$ cat config.mk
export PLATFORM = sky130hd
export DESIGN_NAME = larb_lane_unit
export DESIGN_NICKNAME = d
export VERILOG_FILES = /design/src/sv/larb_pkg.sv /design/src/sv/larb_lane_unit.sv
export SDC_FILE = /design/constraint.sdc
export NUM_CORES = 1
export LEC_CHECK = 0
export ABC_AREA = 1
export BUFFER_PORTS_ARGS = -buffer_cell sky130_fd_sc_hd__buf_2
export CAP_MARGIN = 40
export CORE_MARGIN = 2
export CORE_UTILIZATION = 64
export CTS_CLUSTER_DIAMETER = 50
export DETAILED_ROUTE_END_ITERATION = 8
export PLACE_DENSITY = 0.87
export SLEW_MARGIN = 20
export SYNTH_ARGS = -nofsm -noshare
export SYNTH_HDL_FRONTEND = slang
export SYNTH_SLANG_ARGS = --single-unit
$ cat constraint.sdc
create_clock -name clk -period 8.2 [get_ports clk]
set_input_delay 0.41 -clock clk [delete_from_list [all_inputs] [get_ports clk]]
set_output_delay 0.41 -clock clk [all_outputs]
set_load 0.05 [all_outputs]
$ cat src/sv/larb_pkg.sv
// Package: shared types, constants and helpers of the lane accumulate row buffer.
`timescale 1ns / 1ps
package larb_pkg;

  localparam int ROW_COUNT  = 256;
  localparam int LANE_COUNT = 4;
  localparam int LANE_W     = 16;
  localparam int WORD_W     = 64;
  localparam int ROW_AW     = $clog2(ROW_COUNT);
  localparam int LANE_IW    = $clog2(LANE_COUNT);

  localparam logic [1:0] FUNC_LATCH  = 2'd0;
  localparam logic [1:0] FUNC_ACC    = 2'd1;
  localparam logic [1:0] FUNC_COMMIT = 2'd2;

  typedef logic [LANE_COUNT-1:0][LANE_W-1:0] lanes_t;

  typedef struct packed {
    logic [1:0]         func;
    logic [7:0]         row_addr;
    logic [1:0]         lane;
    logic               wide_mode;
    logic               first_slice;
    logic               fresh_row_valid;
    logic signed [31:0] mac_value;
  } in_t;

  typedef struct packed {
    logic [WORD_W-1:0] row_word;
    logic [WORD_W-1:0] buffer_word;
  } out_t;

  typedef struct packed {
    logic              rd_en;
    logic [ROW_AW-1:0] rd_addr;
    logic              wr_en;
    logic [ROW_AW-1:0] wr_addr;
  } store_req_t;

  // Lanes above LANE_COUNT read as zero.
  function automatic logic [WORD_W-1:0] pack_lanes(input lanes_t v);
    return WORD_W'(v);
  endfunction

  // Reduce a lane number modulo LANE_COUNT (one subtract suffices for counts >= 2).
  function automatic logic [LANE_IW-1:0] lane_mod(input logic [1:0] lane);
    logic [2:0] t;
    t = {1'b0, lane};
    if (t >= 3'(LANE_COUNT)) begin
      t = t - 3'(LANE_COUNT);
    end
    return LANE_IW'(t);
  endfunction

endpackage

$ cat src/sv/larb_lane_unit.sv
// Lane unit: fresh/reused row copies, write buffer and lane accumulation.
`timescale 1ns / 1ps
module larb_lane_unit (
  input  logic                         clk,
  input  logic                         rst_n,
  input  logic                         fire,
  input  larb_pkg::in_t                item,
  input  logic [larb_pkg::WORD_W-1:0]  row_data,
  output larb_pkg::out_t               result,
  output logic [larb_pkg::WORD_W-1:0]  buffer_word
);

  larb_pkg::lanes_t fresh_r, fresh_nxt;
  larb_pkg::lanes_t reused_r, reused_nxt;
  larb_pkg::lanes_t buf_r, buf_nxt;
  larb_pkg::lanes_t prev;
  larb_pkg::lanes_t acc_nxt;
  larb_pkg::lanes_t row_lanes;
  logic [larb_pkg::LANE_IW-1:0] lane_eff;
  logic [2*larb_pkg::LANE_W-1:0] wsum [larb_pkg::LANE_COUNT];
  logic [larb_pkg::LANE_W-1:0]   nsum [larb_pkg::LANE_COUNT];

  assign lane_eff  = larb_pkg::lane_mod(item.lane);
  assign row_lanes = larb_pkg::lanes_t'(row_data[larb_pkg::LANE_COUNT*larb_pkg::LANE_W-1:0]);

  always_comb begin
    if (item.first_slice) begin
      prev = '0;
    end else if (item.fresh_row_valid) begin
      prev = fresh_r;
    end else begin
      prev = reused_r;
    end
  end

  // Per lane: wide sum with this lane as high half, and narrow sum.
  for (genvar i = 0; i < larb_pkg::LANE_COUNT; i++) begin : g_lane
    localparam int LO    = (i + larb_pkg::LANE_COUNT - 1) % larb_pkg::LANE_COUNT;
    localparam int ABOVE = (i + 1) % larb_pkg::LANE_COUNT;

    assign wsum[i] = {prev[i], prev[LO]} + $unsigned(item.mac_value);
    assign nsum[i] = prev[i] + item.mac_value[larb_pkg::LANE_W-1:0];

    always_comb begin
      acc_nxt[i] = buf_r[i];
      if (item.wide_mode) begin
        if (lane_eff == larb_pkg::LANE_IW'(i)) begin
          acc_nxt[i] = wsum[i][2*larb_pkg::LANE_W-1:larb_pkg::LANE_W];
        end else if (lane_eff == larb_pkg::LANE_IW'(ABOVE)) begin
          acc_nxt[i] = wsum[ABOVE][larb_pkg::LANE_W-1:0];
        end
      end else if (lane_eff == larb_pkg::LANE_IW'(i)) begin
        acc_nxt[i] = nsum[i];
      end
    end
  end

  always_comb begin
    fresh_nxt  = fresh_r;
    reused_nxt = reused_r;
    buf_nxt    = buf_r;
    unique case (item.func)
      larb_pkg::FUNC_LATCH: begin
        fresh_nxt  = row_lanes;
        reused_nxt = row_lanes;
      end
      larb_pkg::FUNC_ACC: begin
        buf_nxt = acc_nxt;
      end
      default: begin
        // commit writes the store only; unused code holds all state
      end
    endcase
  end

  always_ff @(posedge clk) begin
    if (!rst_n) begin
      fresh_r  <= '0;
      reused_r <= '0;
      buf_r    <= '0;
    end else if (fire) begin
      fresh_r  <= fresh_nxt;
      reused_r <= reused_nxt;
      buf_r    <= buf_nxt;
    end
  end

  assign result.row_word    = larb_pkg::pack_lanes(fresh_nxt);
  assign result.buffer_word = larb_pkg::pack_lanes(buf_nxt);
  assign buffer_word        = larb_pkg::pack_lanes(buf_r);

endmodule
==> impl_metrics.tcl, run 1 <==
set metrics [dict create \
    status "finished, final reports clean" \
    synth_top_cell_by_area "nand2_1" \
    worst_slew_pin_slew_ns 0.8172 \
    cts_resized 0 \
    power.switching_mw 1.467 \
    postSynthAreaPerCell_um2 5.635 \
    ant_nets 0 \
    std_cell_rows 64 \
    synth_cells 3494 \
    antenna_cells 0 \
    power_density_nw_per_um2 145.1 \
    fin_skew_ns 0.02164 \
    fillers 2772 \
    clock_tree.buffer_depth 2 \
    hold-path-endpoint "fresh_r[36]" \
    core-area_um2 30430 \
    ys_seq_elements 192 \
    antenna_found_initial 1 \
    ys_types 53 \
    final_hold_viol_count 0 \
    finalNonFillerCells 4107 \
    finalSetupTns_ns 0 \
    ys.flop_type "dfxtp_1" \
    path_common_cell "nand2_1" \
    post_cts_buffers 0 \
    setup_viol 0 \
    p_int_mw 1.726 \
    viasPerCell 6.038 \
    start_kind "primary input" \
    p_total_mw 3.193 \
    maxCapViolations 0 \
    grt_usage_pct 46.00 \
    cts_buffers 17 \
    synth_edf_count 0 \
    synth.top_cells.by_area "nand2_1 (23%), dfxtp_1 (20%), a21oi_1 (8.3%)" \
    synth.cell_area_um2 19690 \
    yosysTopAreaCellShare_pct 22.67 \
    place_congestion 1.148 \
    ys_seq_area_share_pct 19.52 \
    ctsRootBufferMaster "clkbuf_16" \
    area_growth_pct 11.72 \
    slowest_delay_ns 0.51 \
    num_vias 24800 \
    synthArstFlopShare_pct 0 \
    pin_count 306 \
    initial_core_util_pct 64.71 \
    die_x_um 179.4 \
    leakage_nw 11.90 \
    p_sw_share_pct 45.93 \
    fin_area_um2 22000 \
    clkSinkCount 192 \
    dr.pass1.iters 6 \
    arrival_ns 4.78 \
    hold-worst-slack_ns 0.2159 \
    drive_above_1_share_pct 13.55 \
    portBuffers 297 \
    critPathTopFamily "simple AND/OR/NAND/NOR gates" \
    worst-path-max-fanout 68 \
    min_period_ns 5.195 \
    routedWlPerCell_um 18.79 \
    rrSetupSlack_ns 4.76 \
    routed_wl_mm 77.19 \
    ir_worst_vdd_mv 0.1927 \
    pwr-share-clk_pct 26.6 \
    slew_viol_final 0 \
    pwr-share-seq_pct 31.7 \
    fmax_mhz 192.5 \
    cp_cell_sequence "buf_2, buf_4, inv_2, buf_12, buf_4, nor2_1, nor2_1, ha_1, a21oi_1, o21ai_0, nor2_1, nand2_1, nand3_1, nand3_1, nand2_1, nand3_1, nand2_1, nand3_1, nand2_1, nand2_1, inv_1, buf_2" \
    dp_cells 4075 \
    drt_iter0_drc 3107 \
    r2r-start "fresh_r[0]" \
    grt_max_degree 82 \
    yosysMostFrequentCell "nand2_1" \
    min_path_cells 3 \
    grt_first_pass_wirelength_mm 119.3 \
    post-dp-hpwl_mm 59.57 \
    ys_warn_count 0 \
    clk_latency_ns 0.48 \
    overflow 0 \
    clkSlewWorstSetupHoldPaths_ns 0.09 \
    endpoint_kind "output port" \
    die_h_um 179.4 \
    ff2ff_path_depth 20 \
    nets 3928 \
    crit_type "in2out" \
    h-tree-depth 4 \
    dieArea_um2 32180 \
    cts_hold_buf 0 \
    post_synth_most_frequent_cells "nand2_1 (1189), inv_1 (403), nor2_1 (343)" \
    cts_tree "built" \
    syn_nets 3722 \
    combPwrFrac_pct 41.7 \
    cpMaxStageDelayCell "ha_1" \
    rsz0062_at_grt "false" \
    grt_pass1_vias 22240 \
    post_dp_cell_area_um2 21400 \
    slew_headroom_pct 45.44 \
    min_period_over_period_pct 63.35 \
    drc 0 \
    min_from "row_data[36]" \
    r2r-end "buffer_word[14]" \
    path_buf_inv 7 \
    worstPathRequired_ns 7.79 \
    hp-class "in2reg" \
]
==> worst max-delay path by stage <==
stage / start / end / slack (ns) / cells past startpoint
after floorplan: item[33] / result[3] / 4.45 / 23
after global placement: item[32] / result[58] / 2.98 / 21
after detailed placement: item[32] / result[58] / 2.98 / 21
after CTS: item[32] / result[58] / 2.97 / 21
after global routing: item[32] / result[14] / 2.86 / 22
final: item[32] / result[58] / 3.01 / 22
==> cell families (layout without fill, tap and decap cells) <==
kind of cell | count (synthesis) | after routing | synth area share (%)
xor+xnor | 47 | 47 | 2.091
buf+inv | 553 | 770 | 10.78
compound gates | 628 | 628 | 17.62
flops | 192 | 192 | 19.52
simple gates | 1960 | 1960 | 42.59
fa+ha+maj | 114 | 114 | 7.397
==> sequential cells by signal (all words and copies together), names as in the netlist <==
signal	flops
reused_r	64
buffer_word	64
fresh_r	64
==> placed cells by master (no fill, tap or decap), types with 13 or more instances in the layout <==
cell       count
a21oi_1      328
xnor2_1       14
nor2_1       340
a31oi_1       20
nor2_2        15
nand3_2       13
or2_2         13
inv_2         13
xor2_1        33
nor3_1        27
o211ai_1      27
o21ai_0      166
nand4_1       43
buf_2        297
o21ai_1       17
nand2_1     1189
dfxtp_1      192
buf_4         18
o21bai_1      16
inv_1        402
nand3_1      226
ha_1         110
clkbuf_16     17
a21oi_2       13
nand2_2       38
nand2_4       19
==> metal layers <==
layer | up-vias | track usage [%] | wire (um)
met3 | 353 | 10.41 | 10460
met2 | 1794 | 70.34 | 32330
li1 | 11660 | - | -
met4 | 0 | 27.48 | 5423
met5 | - | 0 | 0
met1 | 11000 | 59.22 | 28980
==> per-stage QoR <==
stage / setup slack, ns / utilization (%)
after floorplan: 4.453 / -
final: 3.005 / 72.29
after global placement: 2.984 / 69.93
after global routing: 2.855 / 72.29
after CTS: 2.969 / 72.21
after detailed placement: 2.984 / 70.32
==> worst register-to-register path, stage by stage, from the launching register on <==
cell and delay [ns]:
dfxtp_1 0.37, nand2_1 0.07, nand2_1 0.27, nand3_1 0.22, inv_1 0.16, fa_1 0.25, nand2_1 0.08, nand2_1 0.07
o21ai_1 0.11, o21ai_0 0.32, nand2_1 0.10, nand2_1 0.20, xor2_1 0.52, nand2_1 0.13, o211ai_1 0.11, inv_1 0.06
nand2_1 0.06, nand2_1 0.09, nand3_1 0.09, nand2_1 0.06, inv_1 0.04
==> layout make-up <==
type	instances	area, um2	area share (%)
sequential	192	3844	17.47
multi-input combinational	2749	13750	62.49
timing repair buffer	321	1759	7.997
clock inverter	13	151.4	0.6882
clock buffer	17	425.4	1.934
tap	396	495.5	2.252
inverter	419	1577	7.166
==> power groups by stage <==
stage / clock (mW) / sequential [mW] / combinational [mW]
global route: 0.887 / 1.02 / 1.42
global placement: 0 / 1.03 / 1.25
CTS: 0.849 / 1.01 / 1.29
floorplan: 0 / 1.10 / 0.846
detailed placement: 0 / 1.03 / 1.28
finish: 0.850 / 1.01 / 1.33
No activity file was read; power rests on OpenSTA's default activity.
==> inputs of run 2 (changes only) <==
--- a/config.mk
+++ b/config.mk
@@ -9,10 +9,10 @@
 export BUFFER_PORTS_ARGS = -buffer_cell sky130_fd_sc_hd__buf_2
 export CAP_MARGIN = 40
 export CORE_MARGIN = 2
-export CORE_UTILIZATION = 64
+export CORE_UTILIZATION = 54
 export CTS_CLUSTER_DIAMETER = 50
 export DETAILED_ROUTE_END_ITERATION = 8
-export PLACE_DENSITY = 0.87
+export PLACE_DENSITY = 0.78
 export SLEW_MARGIN = 20
 export SYNTH_ARGS = -nofsm -noshare
 export SYNTH_HDL_FRONTEND = slang
==> constraint.sdc (replaced) <==
create_clock -name clk -period 4.6 [get_ports clk]
set_input_delay 0.23 -clock clk [delete_from_list [all_inputs] [get_ports clk]]
set_output_delay 0.23 -clock clk [all_outputs]
set_load 0.05 [all_outputs]
==> run 2 against run 1 <==
  * Flip-flop and latch count stayed put
  * Clock power grew 89%
  * Combinational power grew 75%
  * Design area increased by 0.86%
  * Sequential share of layout area fell by 0.15 points
  * Clock-buffer cell count increased by 1
  * Worst setup slack worse by 2.5 ns
  * Highest routed layer unchanged
  * Non-clock buffer count increased by 13
  * Die area rose by 18%
==> impl_metrics.tcl, run 2 (synthesis gave the netlist of run 1 again) <==
set metrics [dict create \
    core-area_um2 35740 \
    clkSinkCount 192 \
    viasPerCell 5.596 \
    min_path_cells 3 \
    place_congestion 1.095 \
    rsz0062_at_grt "false" \
    fmax_mhz 244.8 \
    slew_viol_final 0 \
    fillers 3772 \
    hp-class "in2reg" \
    fin_skew_ns 0.01520 \
    ant_nets 0 \
    final_cell_mix "nand2_1 (1189), inv_1 (402), nor2_1 (340)" \
    worstPathRequired_ns 4.37 \
    ctsRootBufferMaster "clkbuf_16" \
    clock_tree.buffer_depth 2 \
    grt_first_pass_wirelength_mm 115.1 \
    die_x_um 195.0 \
    drc 0 \
    num_vias 23430 \
    leakage_nw 11.97 \
    cts_hold_buf 0 \
    h-tree-depth 4 \
    routed_wl_mm 74.79 \
    post-dp-hpwl_mm 58.74 \
    crit_type "reg2out" \
    setup_viol 0 \
    initial_core_util_pct 55.09 \
    status "finished, final reports clean" \
    grt_pass1_vias 21370 \
    finalSetupTns_ns 0 \
    worst_slew_pin_slew_ns 0.7446 \
    area_growth_pct 12.69 \
    cts_resized 0 \
    min_period_ns 4.086 \
    ir_worst_vdd_mv 0.2518 \
    ff2ff_path_depth 19 \
    final_hold_viol_count 0 \
    overflow 0 \
    drt_iter0_drc 2139 \
    start_kind "register" \
    drive_above_1_share_pct 13.88 \
    die_h_um 195.0 \
    layout_commonest_cell "nand2_1" \
    post_cts_buffers 0 \
    grt_usage_pct 38.67 \
    cts_buffers 17 \
    maxCapViolations 0 \
    dr.pass1.iters 6 \
    dp_cells 4155 \
    fin_util_pct 62.08 \
    std_cell_rows 69 \
    grt_max_degree 133 \
    arrival_ns 3.86 \
    clkSlewWorstSetupHoldPaths_ns 0.08 \
    antenna_found_initial 0 \
    worst-path-max-fanout 5 \
    endpoint_kind "output port" \
    clk_latency_ns 0.47 \
    min_period_over_period_pct 88.82 \
    pin_count 306 \
    slew_headroom_pct 50.36 \
    dieArea_um2 38010 \
    cts_tree "built" \
    power_density_nw_per_um2 258.9 \
    portBuffers 297 \
    nets 3941 \
    routedWlPerCell_um 17.86 \
    finalNonFillerCells 4187 \
]
## run 2: cell count changes in the layout (fill, tap and decap cells not counted)
cell       before  now
buf_2         297  296
buf_4          18   33
buf_8           1    0
bufinv_16       0    2
clkbuf_8        0    1
clkinv_2        1    3
clkinv_8        4    0
diode_2         0    1
inv_6           1    3
inv_8           4    2
## run 2: power by group
group / total, mW / internal [mW] / switching (mW)
sequential: 1.80 / 1.74 / 0.0653
combinational: 2.33 / 0.625 / 1.71
clock: 1.61 / 0.826 / 0.780
## run 2: path summary, 6_finish.rpt
path                start              end  slack [ns]
max reg2reg    fresh_r[0]  buffer_word[18]        1.21
max            fresh_r[0]       result[18]        0.51
min          row_data[42]      fresh_r[42]        0.05
min reg2reg   reused_r[4]      reused_r[4]        0.46
## run 2: critical path, cell delays in order (launching register included)
cell and delay [ns]:
dfxtp_1 0.33, nand2_1 0.08, nand2_1 0.26, nand3_1 0.26, inv_1 0.10, fa_1 0.46
nand2_1 0.10, nand2_1 0.05, o21ai_1 0.14, o21ai_0 0.20, nand2_1 0.11, nand2_1 0.11
nand2_1 0.08, nand2_1 0.10, o21ai_0 0.47, nand3_1 0.14, nand3_1 0.13, nand2_1 0.06
buf_2 0.21
## run 2: area by class of cell
| class | instances | area (um2) | share of cell area, % |
|---|---|---|---|
| multi-input combinational | 2749 | 13750 | 61.95 |
| sequential | 192 | 3844 | 17.32 |
| timing repair buffer | 334 | 1852 | 8.346 |
| inverter | 419 | 1577 | 7.105 |
| tap | 461 | 576.8 | 2.600 |
| clock buffer | 18 | 439.2 | 1.979 |
| clock inverter | 13 | 151.4 | 0.6823 |
| antenna | 1 | 2.502 | 0.01128 |
## run 2: metal layers
metal,global-route usage (%),part of all wire [%]
met1,46.57,39
met5,0,0
met3,8.381,9.2
met2,63.32,45
met4,23.07,6.5
## run 2: per-stage QoR
stage	setup WS, ns	cell area [um2]	power [mW]	hold WS, ns
3_5_place_dp	0.7599	21600	4.125	0.4488
5_1_grt	0.3116	22190	6.004	0.06096
2_1_floorplan	1.073	19690	3.474	0.3684
6_report	0.5145	22190	5.745	0.05059
4_1_cts	0.5955	22190	5.708	0.04431
3_3_place_gp	0.7863	21510	4.108	0.4457
